**src/rtl/utf8cc_pkg.sv**
```systemverilog
// Shared types and constants for the UTF-8 codepoint collector.
`timescale 1ns / 1ps

package utf8cc_pkg;

    localparam int TABLE_CAPACITY_DEF = 256;
    localparam int CP_W               = 21;
    localparam int BYTE_W             = 8;
    localparam int TOTAL_W            = 9;

    localparam logic [BYTE_W-1:0] LEAD2_LO = 8'hC2;
    localparam logic [BYTE_W-1:0] LEAD2_HI = 8'hDF;
    localparam logic [BYTE_W-1:0] LEAD3_LO = 8'hE0;
    localparam logic [BYTE_W-1:0] LEAD3_HI = 8'hEF;
    localparam logic [BYTE_W-1:0] LEAD4_LO = 8'hF0;
    localparam logic [BYTE_W-1:0] LEAD4_HI = 8'hF4;
    localparam logic [BYTE_W-1:0] ASCII_HI = 8'h7F;
    localparam logic [1:0]        CONT_TAG = 2'b10;

    localparam logic [CP_W-1:0] CP_MIN3    = 21'h000800;
    localparam logic [CP_W-1:0] CP_SURR_LO = 21'h00D800;
    localparam logic [CP_W-1:0] CP_SURR_HI = 21'h00DFFF;
    localparam logic [CP_W-1:0] CP_MIN4    = 21'h010000;
    localparam logic [CP_W-1:0] CP_MAX     = 21'h10FFFF;
    localparam logic [CP_W-1:0] CP_NUL     = 21'h000000;
    localparam logic [CP_W-1:0] CP_TAB     = 21'h000009;
    localparam logic [CP_W-1:0] CP_LF      = 21'h00000A;
    localparam logic [CP_W-1:0] CP_CR      = 21'h00000D;

    typedef enum logic [1:0] {
        OP_DATA  = 2'd0,
        OP_EOS   = 2'd1,
        OP_CLEAR = 2'd2,
        OP_READ  = 2'd3
    } op_t;

    typedef enum logic [1:0] {
        ST_OK         = 2'd0,
        ST_MALFORMED  = 2'd1,
        ST_UNFINISHED = 2'd2
    } status_t;

    typedef enum logic [1:0] {
        TU_LOOKUP,
        TU_READ,
        TU_CLEAR
    } unit_cmd_t;

    typedef enum logic [1:0] {
        SU_IDLE,
        SU_SEARCH,
        SU_READ
    } su_state_t;

    typedef enum logic [1:0] {
        T_IDLE,
        T_BUSY,
        T_DRAIN
    } top_state_t;

    typedef struct packed {
        unit_cmd_t         cmd;
        logic [CP_W-1:0]   cp;
        logic [BYTE_W-1:0] idx;
    } unit_req_t;

    typedef struct packed {
        logic            done;
        logic            added;
        logic [CP_W-1:0] entry;
    } unit_rsp_t;

    typedef struct packed {
        status_t         status;
        logic            cp_done;
        logic [CP_W-1:0] value;
        logic            unit_go;
        unit_req_t       req;
    } dec_res_t;

endpackage

```
**src/rtl/utf8cc_decoder.sv**
```systemverilog
// UTF-8 sequence validator and decoder with its pending-byte state.
`timescale 1ns / 1ps

module utf8cc_decoder (
    input  logic                               aclk,
    input  logic                               aresetn,
    input  logic                               step,
    input  logic [1:0]                         opcode,
    input  logic [utf8cc_pkg::BYTE_W-1:0]      data_byte,
    input  logic [utf8cc_pkg::BYTE_W-1:0]      entry_index,
    output utf8cc_pkg::dec_res_t               res
);
    import utf8cc_pkg::*;

    logic [BYTE_W-1:0] pend0_reg, pend0_next;
    logic [BYTE_W-1:0] pend1_reg, pend1_next;
    logic [BYTE_W-1:0] pend2_reg, pend2_next;
    logic [2:0]        cnt_reg, cnt_next;
    logic [2:0]        len_reg, len_next;
    logic              err_reg, err_next;

    op_t               op;
    logic [2:0]        lead_len;
    logic [CP_W-1:0]   cp_val;
    logic              cp_ok;
    logic              byte_excl;
    logic              cp_excl;
    logic [CP_W-1:0]   byte_cp;

    assign op      = op_t'(opcode);
    assign byte_cp = CP_W'(data_byte);

    always_comb begin
        if (data_byte <= ASCII_HI) begin
            lead_len = 3'd1;
        end else if (data_byte inside {[LEAD2_LO:LEAD2_HI]}) begin
            lead_len = 3'd2;
        end else if (data_byte inside {[LEAD3_LO:LEAD3_HI]}) begin
            lead_len = 3'd3;
        end else if (data_byte inside {[LEAD4_LO:LEAD4_HI]}) begin
            lead_len = 3'd4;
        end else begin
            lead_len = 3'd0;
        end
    end

    always_comb begin
        case (len_reg)
            3'd2: begin
                cp_val = {10'd0, pend0_reg[4:0], data_byte[5:0]};
                cp_ok  = 1'b1;
            end
            3'd3: begin
                cp_val = {5'd0, pend0_reg[3:0], pend1_reg[5:0], data_byte[5:0]};
                cp_ok  = (cp_val >= CP_MIN3) &&
                         !((cp_val >= CP_SURR_LO) && (cp_val <= CP_SURR_HI));
            end
            3'd4: begin
                cp_val = {pend0_reg[2:0], pend1_reg[5:0], pend2_reg[5:0], data_byte[5:0]};
                cp_ok  = (cp_val >= CP_MIN4) && (cp_val <= CP_MAX);
            end
            default: begin
                cp_val = '0;
                cp_ok  = 1'b0;
            end
        endcase
    end

    assign byte_excl = byte_cp inside {CP_NUL, CP_TAB, CP_LF, CP_CR};
    assign cp_excl   = cp_val inside {CP_NUL, CP_TAB, CP_LF, CP_CR};

    always_comb begin
        pend0_next    = pend0_reg;
        pend1_next    = pend1_reg;
        pend2_next    = pend2_reg;
        cnt_next      = cnt_reg;
        len_next      = len_reg;
        err_next      = err_reg;
        res.status    = ST_OK;
        res.cp_done   = 1'b0;
        res.value     = '0;
        res.unit_go   = 1'b0;
        res.req.cmd   = TU_LOOKUP;
        res.req.cp    = '0;
        res.req.idx   = entry_index;
        case (op)
            OP_CLEAR: begin
                cnt_next    = '0;
                len_next    = '0;
                err_next    = 1'b0;
                res.unit_go = 1'b1;
                res.req.cmd = TU_CLEAR;
            end
            OP_READ: begin
                res.status  = err_reg ? ST_MALFORMED : ST_OK;
                res.unit_go = 1'b1;
                res.req.cmd = TU_READ;
            end
            OP_EOS: begin
                if (err_reg) begin
                    res.status = ST_MALFORMED;
                end else if (cnt_reg != 3'd0) begin
                    res.status = ST_UNFINISHED;
                    err_next   = 1'b1;
                    cnt_next   = '0;
                    len_next   = '0;
                end
            end
            OP_DATA: begin
                if (err_reg) begin
                    res.status = ST_MALFORMED;
                end else if (cnt_reg == 3'd0) begin
                    if (lead_len == 3'd0) begin
                        err_next   = 1'b1;
                        res.status = ST_MALFORMED;
                    end else if (lead_len == 3'd1) begin
                        res.cp_done = 1'b1;
                        res.value   = byte_cp;
                        res.unit_go = !byte_excl;
                        res.req.cp  = byte_cp;
                    end else begin
                        pend0_next = data_byte;
                        cnt_next   = 3'd1;
                        len_next   = lead_len;
                    end
                end else if (data_byte[7:6] != CONT_TAG) begin
                    err_next   = 1'b1;
                    res.status = ST_MALFORMED;
                    cnt_next   = '0;
                    len_next   = '0;
                end else if ((cnt_reg + 3'd1) < len_reg) begin
                    if (cnt_reg == 3'd1) begin
                        pend1_next = data_byte;
                    end else begin
                        pend2_next = data_byte;
                    end
                    cnt_next = cnt_reg + 3'd1;
                end else begin
                    cnt_next = '0;
                    len_next = '0;
                    if (cp_ok) begin
                        res.cp_done = 1'b1;
                        res.value   = cp_val;
                        res.unit_go = !cp_excl;
                        res.req.cp  = cp_val;
                    end else begin
                        err_next   = 1'b1;
                        res.status = ST_MALFORMED;
                    end
                end
            end
            default: begin
                res.status = ST_OK;
            end
        endcase
    end

    always_ff @(posedge aclk) begin
        if (!aresetn) begin
            cnt_reg <= '0;
            len_reg <= '0;
            err_reg <= 1'b0;
        end else if (step) begin
            cnt_reg <= cnt_next;
            len_reg <= len_next;
            err_reg <= err_next;
        end
    end

    always_ff @(posedge aclk) begin
        if (step) begin
            pend0_reg <= pend0_next;
            pend1_reg <= pend1_next;
            pend2_reg <= pend2_next;
        end
    end

endmodule

```
**config.mk**
```make
export PLATFORM = sky130hd
export DESIGN_NAME = utf8cc_decoder
export DESIGN_NICKNAME = d
export VERILOG_FILES = /design/src/rtl/utf8cc_pkg.sv /design/src/rtl/utf8cc_decoder.sv
export SDC_FILE = /design/constraint.sdc
export NUM_CORES = 1
export LEC_CHECK = 0
export ABC_AREA = 1
export BUFFER_PORTS_ARGS = -buffer_cell sky130_fd_sc_hd__buf_4
export CAP_MARGIN = 10
export CORE_MARGIN = 3
export CORE_UTILIZATION = 50
export CTS_BUF_LIST = sky130_fd_sc_hd__clkbuf_16
export CTS_CLUSTER_SIZE = 24
export DETAILED_ROUTE_END_ITERATION = 6
export PLACE_DENSITY = 0.81
export SYNTH_ARGS = -nofsm -noshare
export SYNTH_HDL_FRONTEND = slang
export SYNTH_SLANG_ARGS = --single-unit
```
**constraint.sdc**
```tcl
create_clock -name aclk -period 3.45 [get_ports aclk]
set_input_delay 0.1725 -clock aclk [delete_from_list [all_inputs] [get_ports aclk]]
set_output_delay 0.1725 -clock aclk [all_outputs]
set_load 0.01 [all_outputs]
```
==> summary.txt, run 1 <==
DP Area - 2315 µm²
Clock share of power - 0.317
Post-synth top area share - 0.2480
TritonCTS Buffers - 3
Clk pin slew, worst setup/hold paths - 0.06 ns
Flop pwr share - 0.435
Largest family of logic cells by synthesized area - simple AND/OR/NAND/NOR gates
Hold buffers post-CTS - 0
Share of cells above drive strength 1 - 0.2554
TNS Setup - 0 ns
Drt total wl - 4734 µm
Initial core utilization - 0.5379
Rows - 22
Switch share - 0.2931
Final Wtd Congestion - 0.9150
Area contributors post-synth - edfxtp_1 25%, buf_4 11%, nand2_1 10%
Core Util, Final - 0.6256
Worst-path maximum fanout - 14
Final min period - 2.746 ns
Die height - 70.16 µm
# IOs - 77
Final count of hold timing violations - 0
CP required - 3.28 ns
Vias in the first global route - 1680
Largest net degree at the start of global routing - 15
Post-Syn Area - 2058 µm²
CP Capture Type - primary output
Slew Limit Fails - 0
DRC errors left - 0
Clock root cell - clkbuf_16
CTS tree - yes
CTS Buffer Depth - 2
Worst-Skew Late Latency - 0.25 ns
Yosys cell types - 30
Fmax - 0.3642 GHz
Clock Skews - 0.002086 ns
Die X-Extent - 70.16 µm
Arr. time, crit path - 2.57 ns
Final WS setup - 0.7040 ns
Mean post-synth cell area - 7.001 µm²
Outcome - finished, final reports clean
Flops & latches, synth - 24
Die area - 4922 µm²
Comb power frac - 0.248
Detail Route Antenna Nets - 0
Compound-cell area share of the yosys netlist - 0.07660
Nets - 352
Period utilization - 0.7959
Initial antenna violation count - 0
Area growth syn-to-layout - 16.29%
Slowest-stage cell, CP - dfxtp_1
Lkg Pwr - 1.177 nW
Final Instance Area - 2394 µm²
# diodes - 0
Slew HR - 0.4499
Cell breakdown of the critical path - inv_1, ha_1, nand3_1, nand2_1, inv_1, nor2_4, nand2_2, nor3_1, buf_4
Synth Area in Adders - 0.03040
Filler cell count - 347
# setup viols final - 0
Worst vdd ir - 0.2016 mV
Postcts setup bufs - 0
Startpoint Class - flip-flop
Seq/Total Area, Yosys - 0.3161
Pre-CTS setup slack - 0.7936 ns
Switching power - 0.0002232 W
TritonCTS sink count - 24
Yosys warnings - 0
Slew @ Worst Pin - 0.8189 ns
Post-Synth XOR/XNOR Area - 0.004255
Multiplexer share of the synthesized area - 0
Post-synthesis cell count - 294
CTS H-tree depth - 1
Post-cts resize count - 0
Hold WC Path Type - in -> reg
Port buffer count - 60
WL/cell - 12.69 µm
Area leader, netlist - edfxtp_1
Maxcap violations - 0
1st-iter DRT viols - 109
Pre-antenna DRT Iters - 5
GRT Residual Overflow - 0
Via count - 1914
Pint - 0.0005383 W
First-pass GRT wire length - 7748 µm
Crit Path Class - reg -> out
Via density - 5.131
Simple-Gate Fraction of Synth Area - 0.3690
Worst path most repeated cell - inv_1
DP HPWL - 3895 µm
Core ar. - 3826 µm²
Total Routing Usage GR - 0.1888
Slowest Stage Delay on Critical Path - 0.56 ns
RSZ-0062 raised after global routing - false
P per Cell Area - 318.1 nW/µm²
Syn_nets - 320
Yosys cell counts:
library cell,count
a21oi_1,10
a21oi_2,3
a221oi_1,2
buf_2,2
buf_4,29
buf_6,3
clkinv_1,1
dfxtp_1,7
edfxtp_1,17
ha_1,5
inv_1,40
inv_2,1
nand2_1,56
nand2_2,2
nand2_4,1
nand3_1,25
nand3_2,2
nand3_4,1
nand4_1,9
nor2_1,48
nor2_2,6
nor2_4,1
nor2_8,1
nor3_1,7
nor3_4,1
nor4_1,1
o211ai_1,1
o21ai_0,10
o22ai_1,1
xnor2_1,1
metrics by stage:
stage	hold WS, ns	instances	total power (W)
3_3_place_gp	0.3451	369	0.0005223
5_1_grt	0.1512	373	0.0008089
3_5_place_dp	0.3451	369	0.0005249
4_1_cts	0.1507	373	0.0007666
6_report	0.1536	373	0.0007615
2_1_floorplan	0.2714	294	0.0004790
power by group through the flow:
stage / Clock, W / Sequential, W / Combinational [W]
floorplan: 0 / 0.000327 / 0.000152
global placement: 0 / 0.000336 / 0.000186
detailed placement: 0 / 0.000337 / 0.000188
CTS: 0.000246 / 0.000331 / 0.000189
global route: 0.000262 / 0.000332 / 0.000215
finish: 0.000241 / 0.000331 / 0.000189
final cells by class:
class                      instances  area (µm²)  area share
clock buffer                       3       75.07     0.03136
clock inverter                     1       3.754    0.001568
inverter                          42       157.7     0.06586
multi-input combinational        194       988.4      0.4130
sequential                        24       650.6      0.2718
tap                               48       60.06     0.02509
timing repair buffer              61       457.9      0.1913
metal layers:
metal  track usage  part of all wire
met3       0.03309             0.077
met2        0.3358              0.49
met4       0.04255             0.013
met1        0.2369              0.42
met5             0                 0
cells by family after synthesis:
| kind of cell | Yosys count |
|---|---|
| compound gates | 27 |
| flops | 24 |
| xor+xnor | 1 |
| fa+ha+maj | 5 |
| buf+inv | 76 |
| simple gates | 161 |
critical path, delay by kind of cell (launching register included):
| family | cells | cell delay, ns |
|---|---|---|
| flops | 1 | 0.56 |
| fa+ha+maj | 1 | 0.37 |
| buf+inv | 3 | 0.56 |
| simple gates | 5 | 0.83 |
path summary, 6_finish.rpt:
kind	slack, ns	cells past startpoint	startpoint	end
setup / recovery	0.70	9	len_reg[2]	res[27]
hold / removal	0.15	1	data_byte[1]	pend0_reg[1]
setup reg to reg	0.74	7	len_reg[2]	pend2_reg[1]
hold reg to reg	0.52	2	cnt_reg[1]	cnt_reg[1]
cell usage in the layout (no fill, tap or decap), types with 3 or more instances in the layout:
cell / instances
a21oi_1: 10
nor3_1: 7
ha_1: 5
nand4_1: 9
a21oi_2: 3
nand2_1: 56
clkbuf_16: 3
nor2_2: 6
nor2_1: 48
edfxtp_1: 17
inv_1: 40
buf_4: 61
dfxtp_1: 7
o21ai_0: 10
nand3_1: 25
(Power assumes the default switching activity.)
==> run 2, diff against run 1 <==
==> constraint.sdc (replaced) <==
create_clock -name aclk -period 2.8 [get_ports aclk]
set_input_delay 0.14 -clock aclk [delete_from_list [all_inputs] [get_ports aclk]]
set_output_delay 0.14 -clock aclk [all_outputs]
set_load 0.01 [all_outputs]
==> run 2 against run 1 <==
Against the previous run: clock power up 27%; total power up 25%; via count increased by 3.5%; register-to-register slack got worse by 0.30 ns; utilization up 0.72 points; cell count rose by 0.80%; final area is 1.1% higher; clock-buffer cell count unchanged; clock skew grew 0.0024 ns; sequential share of layout area shrank 0.31 points.
==> summary.txt, run 2 (synthesized netlist as in run 1, its figures left out) <==
Outcome - finished, final reports clean
Die height - 70.16 µm
Pre-antenna DRT Iters - 4
Reg-to-reg setup timing slack - 0.44 ns
Share of cells above drive strength 1 - 0.2652
Reg area - 650.6 µm²
Clock Skews - 0.004468 ns
Buf+Inv Stages, Crit Path - 3
Hold Crit Endpoint - pend2_reg[2]
TritonCTS Buffers - 3
Total Routing Usage GR - 0.2023
Drt total wl - 4893 µm
DP HPWL - 3954 µm
Slowest Stage Delay on Critical Path - 0.33 ns
Core Util, Final - 0.6328
1st-iter DRT viols - 146
Detail Route Antenna Nets - 0
RSZ-0062 raised after global routing - true
DRC errors left - 0
TritonCTS sink count - 24
CTS tree - yes
Postcts setup bufs - 0
Startpoint Class - flip-flop
CP required - 2.66 ns
Most common cell after layout, fill and taps aside - buf_4
Maxcap violations - 0
Die area - 4922 µm²
Rows - 22
Nets - 355
Lkg Pwr - 1.196 nW
Final std cells w/o fill - 376
Worst-path maximum fanout - 14
Final Wtd Congestion - 0.8919
Worst path top cell family by delay - simple AND/OR/NAND/NOR gates
CTS H-tree depth - 1
Final WS setup - 0.1472 ns
Via density - 5.269
HP Start - data_byte[2]
FF-to-FF End - pend1_reg[3]
Clock root cell - clkbuf_16
Worst-Skew Late Latency - 0.26 ns
Largest net degree at the start of global routing - 15
# setup viols final - 0
# IOs - 77
# diodes - 0
Pre-CTS setup slack - 0.5328 ns
Port buffer count - 60
Die X-Extent - 70.16 µm
Worst vdd ir - 0.2811 mV
Initial antenna violation count - 0
Arr. time, crit path - 2.51 ns
Clk pin slew, worst setup/hold paths - 0.06 ns
Fmax - 0.3770 GHz
GRT Residual Overflow - 0
Path depth of the worst reg2reg path - 10
First-pass GRT wire length - 8273 µm
Initial core utilization - 0.5379
Core ar. - 3826 µm²
Placed cells - 372
Crit Path Class - reg -> out
Slew @ Worst Pin - 0.5305 ns
Slew Limit Fails - 0
CP Capture Type - primary output
Vias in the first global route - 1809
Final min period - 2.653 ns
Hold WC Path Type - in -> reg
Multi-input gate area in the final layout - 993.5 µm²
P per Cell Area - 392.5 nW/µm²
Filler cell count - 364
Final count of hold timing violations - 0
Area growth syn-to-layout - 17.63%
Period utilization - 0.9474
Cell breakdown of the critical path - ha_1, xnor2_1, inv_1, ha_1, nand3_1, nand2_1, inv_1, nor2_4, nand2_2, nor3_1, buf_4
WHS - 0.1115 ns
Commonest cells after routing, fill and taps aside - 64 x buf_4, 56 x nand2_1, 48 x nor2_1
Slowest-stage cell, CP - dfxtp_1
Via count - 1981
Reg2reg start - cnt_reg[0]
Slew HR - 0.6459
Hold Crit Depth - 1
WL/cell - 13.01 µm
CTS Buffer Depth - 2
-- run 2: worst max-delay path by stage --
stage | startpoint | to | slack, ns | cells past startpoint
after floorplan | cnt_reg[0] | pend1_reg[0] | 0.32 | 9
after global placement | cnt_reg[0] | res[50] | 0.58 | 11
after detailed placement | len_reg[1] | res[51] | 0.53 | 9
after CTS | cnt_reg[0] | res[51] | 0.18 | 11
after global routing | cnt_reg[0] | res[27] | -0.1 | 11
final | cnt_reg[0] | res[25] | 0.15 | 11
-- run 2: repair_timing --
| item | CTS | global route |
|---|---|---|
| setup endpoints to repair | 0 | 8 |
| hold buffers | 0 | 0 |
| resized for setup | 0 | 1 |
-- run 2: cell type report --
cell class / instances / share of cell area
clock inverters: 1 / 0.001550
repair buffers: 64 / 0.1984
well taps: 48 / 0.02481
inverters: 42 / 0.06512
flip-flops and latches: 24 / 0.2687
clock buffers: 3 / 0.03101
multi-input cells: 194 / 0.4103
-- run 2: power by group --
group | internal (W) | total, W | switching [W]
clock | 0.000191 | 0.000305 | 0.000114
sequential | 0.000389 | 0.000404 | 0.0000154
combinational | 0.0000874 | 0.000241 | 0.000154
total | 0.000667 | 0.000950 | 0.000283
-- run 2: metal layers --
metal / track usage / part of all wire
met5: 0 / 0
met3: 0.02446 / 0.074
met1: 0.2573 / 0.42
met2: 0.3547 / 0.49
met4: 0.06383 / 0.020
-- run 2: metrics by stage --
| step | setup TNS, ns | total power, W | cell area [µm²] |
|---|---|---|---|
| global placement | 0 | 0.0006462 | 2337 |
| global route | -0.4651 | 0.001003 | 2421 |
| finish | 0 | 0.0009502 | 2421 |
| CTS | 0 | 0.0009524 | 2416 |
| floorplan | 0 | 0.0005901 | 2058 |
| detailed placement | 0 | 0.0006492 | 2337 |
==> run 3, diff against run 2 <==
--- a/config.mk
+++ b/config.mk
@@ -14,6 +14,7 @@
 export CTS_CLUSTER_SIZE = 24
 export DETAILED_ROUTE_END_ITERATION = 6
 export PLACE_DENSITY = 0.81
+export RECOVER_POWER = 50
 export SYNTH_ARGS = -nofsm -noshare
 export SYNTH_HDL_FRONTEND = slang
 export SYNTH_SLANG_ARGS = --single-unit
==> run 3 against run 2 <==
Against the previous run: clock-buffer cell count stayed put; cell count stayed put; critical path depth stayed put; combinational power is 2% lower; register-to-register slack worse by 0.14 ns; final area is 1.6% lower; largest power group unchanged; routed wire length is 1.0% higher; worst hold slack better by 0.038 ns; non-clock buffer count stayed put; first-iteration DRC count is 8.9% lower; fmax is 0.19% lower.
==> summary.txt, run 3 (synthesized netlist as in run 1, its figures left out) <==
Via count - 1971
Most common cell after layout, fill and taps aside - nand2_1
WL/cell - 13.15 µm
Slew Limit Fails - 0
# IOs - 77
Nets - 355
Power, Total - 0.0009460 W
CTS Buffer Depth - 2
Cell breakdown of the critical path - ha_1, xnor2_1, inv_1, ha_1, a21oi_1, nand2_1, inv_1, nor2_4, nand2_2, nor3_1, buf_4
Worst vdd ir - 0.2815 mV
Final min period - 2.658 ns
P per Cell Area - 396.9 nW/µm²
Die height - 70.16 µm
Commonest cells after routing, fill and taps aside - 56 x nand2_1, 54 x buf_4, 48 x nor2_1
CP Capture Type - primary output
Final Wtd Congestion - 0.8919
# setup viols final - 0
Vias in the first global route - 1809
CTS tree - yes
Startpoint Class - flip-flop
Largest net degree at the start of global routing - 15
TritonCTS sink count - 24
Worst Setup SP - cnt_reg[0]
Slowest Stage Delay on Critical Path - 0.33 ns
Outcome - finished, final reports clean
Reg2reg start - cnt_reg[0]
Clk pin slew, worst setup/hold paths - 0.06 ns
Rows - 22
Worst-path maximum fanout - 14
CTS H-tree depth - 1
WHS - 0.1496 ns
Detail Route Antenna Nets - 0
Maxcap violations - 0
Clock root cell - clkbuf_16
DP HPWL - 3954 µm
Post-cts resize count - 0
TritonCTS Buffers - 3
Die area - 4922 µm²
Period utilization - 0.9492
Pre-antenna DRT Iters - 4
CP required - 2.66 ns
Core ar. - 3826 µm²
Final WS setup - 0.1423 ns
Initial antenna violation count - 0
Worst-Skew Late Latency - 0.26 ns
Drt total wl - 4944 µm
GRT Residual Overflow - 0
Fmax - 0.3763 GHz
HP Start - aresetn
Total Routing Usage GR - 0.2023
1st-iter DRT viols - 133
Die X-Extent - 70.16 µm
Filler cell count - 369
Port buffer count - 60
Initial core utilization - 0.5379
Share of cells above drive strength 1 - 0.2348
Via density - 5.242
Area growth syn-to-layout - 15.81%
Lkg Pwr - 1.158 nW
Pre-CTS setup slack - 0.5328 ns
# diodes - 0
RSZ-0062 raised after global routing - true
Clock Skews - 0.005054 ns
Hold WC Path Type - in -> reg
Hold buffers post-CTS - 0
Slew HR - 0.6457
DRC errors left - 0
Final count of hold timing violations - 0
Crit Path Class - reg -> out
Slowest-stage cell, CP - dfxtp_1
Slew @ Worst Pin - 0.5307 ns
TNS Setup - 0 ns
First-pass GRT wire length - 8273 µm
Arr. time, crit path - 2.52 ns
Postcts setup bufs - 0
[run 3: cell count changes in the layout (fill, tap and decap cells not counted), sizes merged]
cell | previous run | this run
buf | 64 | 54
clkbuf | 3 | 13
[run 3: cell type report]
class | count | area, µm² | share of cell area
Clock buffer | 3 | 75.07 | 0.03150
Tap cell | 48 | 60.06 | 0.02520
Timing Repair Buffer | 64 | 442.9 | 0.1858
Clock inverter | 1 | 3.754 | 0.001575
Multi-Input combinational cell | 194 | 993.5 | 0.4168
Inverter | 42 | 157.7 | 0.06614
Sequential cell | 24 | 650.6 | 0.2730
[run 3: metrics by stage]
stage / cell area, µm² / instances / util
final: 2384 / 376 / 0.6230
after global routing: 2384 / 376 / 0.6230
after CTS: 2416 / 376 / 0.6315
after detailed placement: 2337 / 372 / 0.6109
after global placement: 2337 / 372 / 0.6109
after floorplan: 2058 / 294 / -
[run 3: power by group]
group          leakage [nW]  switching, W  internal, W
Combinational         0.905      0.000154    0.0000817
Sequential            0.210     0.0000155     0.000389
Clock                0.0423      0.000115     0.000191
Total                  1.16      0.000285     0.000661
[run 3: worst paths after layout]
check / end / slack (ns) / depth (start not counted)
min: len_reg[1] / 0.15 / 3
max reg2reg: pend2_reg[1] / 0.30 / 10
max: res[25] / 0.14 / 11
min reg2reg: cnt_reg[1] / 0.52 / 2
[run 3: per-layer routing]
layer / vias to the layer above / part of all wire / GRT usage
met1: 892 / 0.43 / 0.2573
met4: 0 / 0.019 / 0.06383
li1: 987 / - / -
met5: - / 0 / 0
met2: 80 / 0.49 / 0.3547
met3: 12 / 0.068 / 0.02446
[run 3: critical path, delay by kind of cell, from the launching register on]
family | cells | cell delay [ns]
adders and majority gates | 2 | 0.52
xor gates and xnor gates | 1 | 0.25
and+or+nand+nor | 4 | 0.75
buffers and inverters | 3 | 0.34
AOI/OAI and AO/OA | 1 | 0.07
DFF | 1 | 0.33
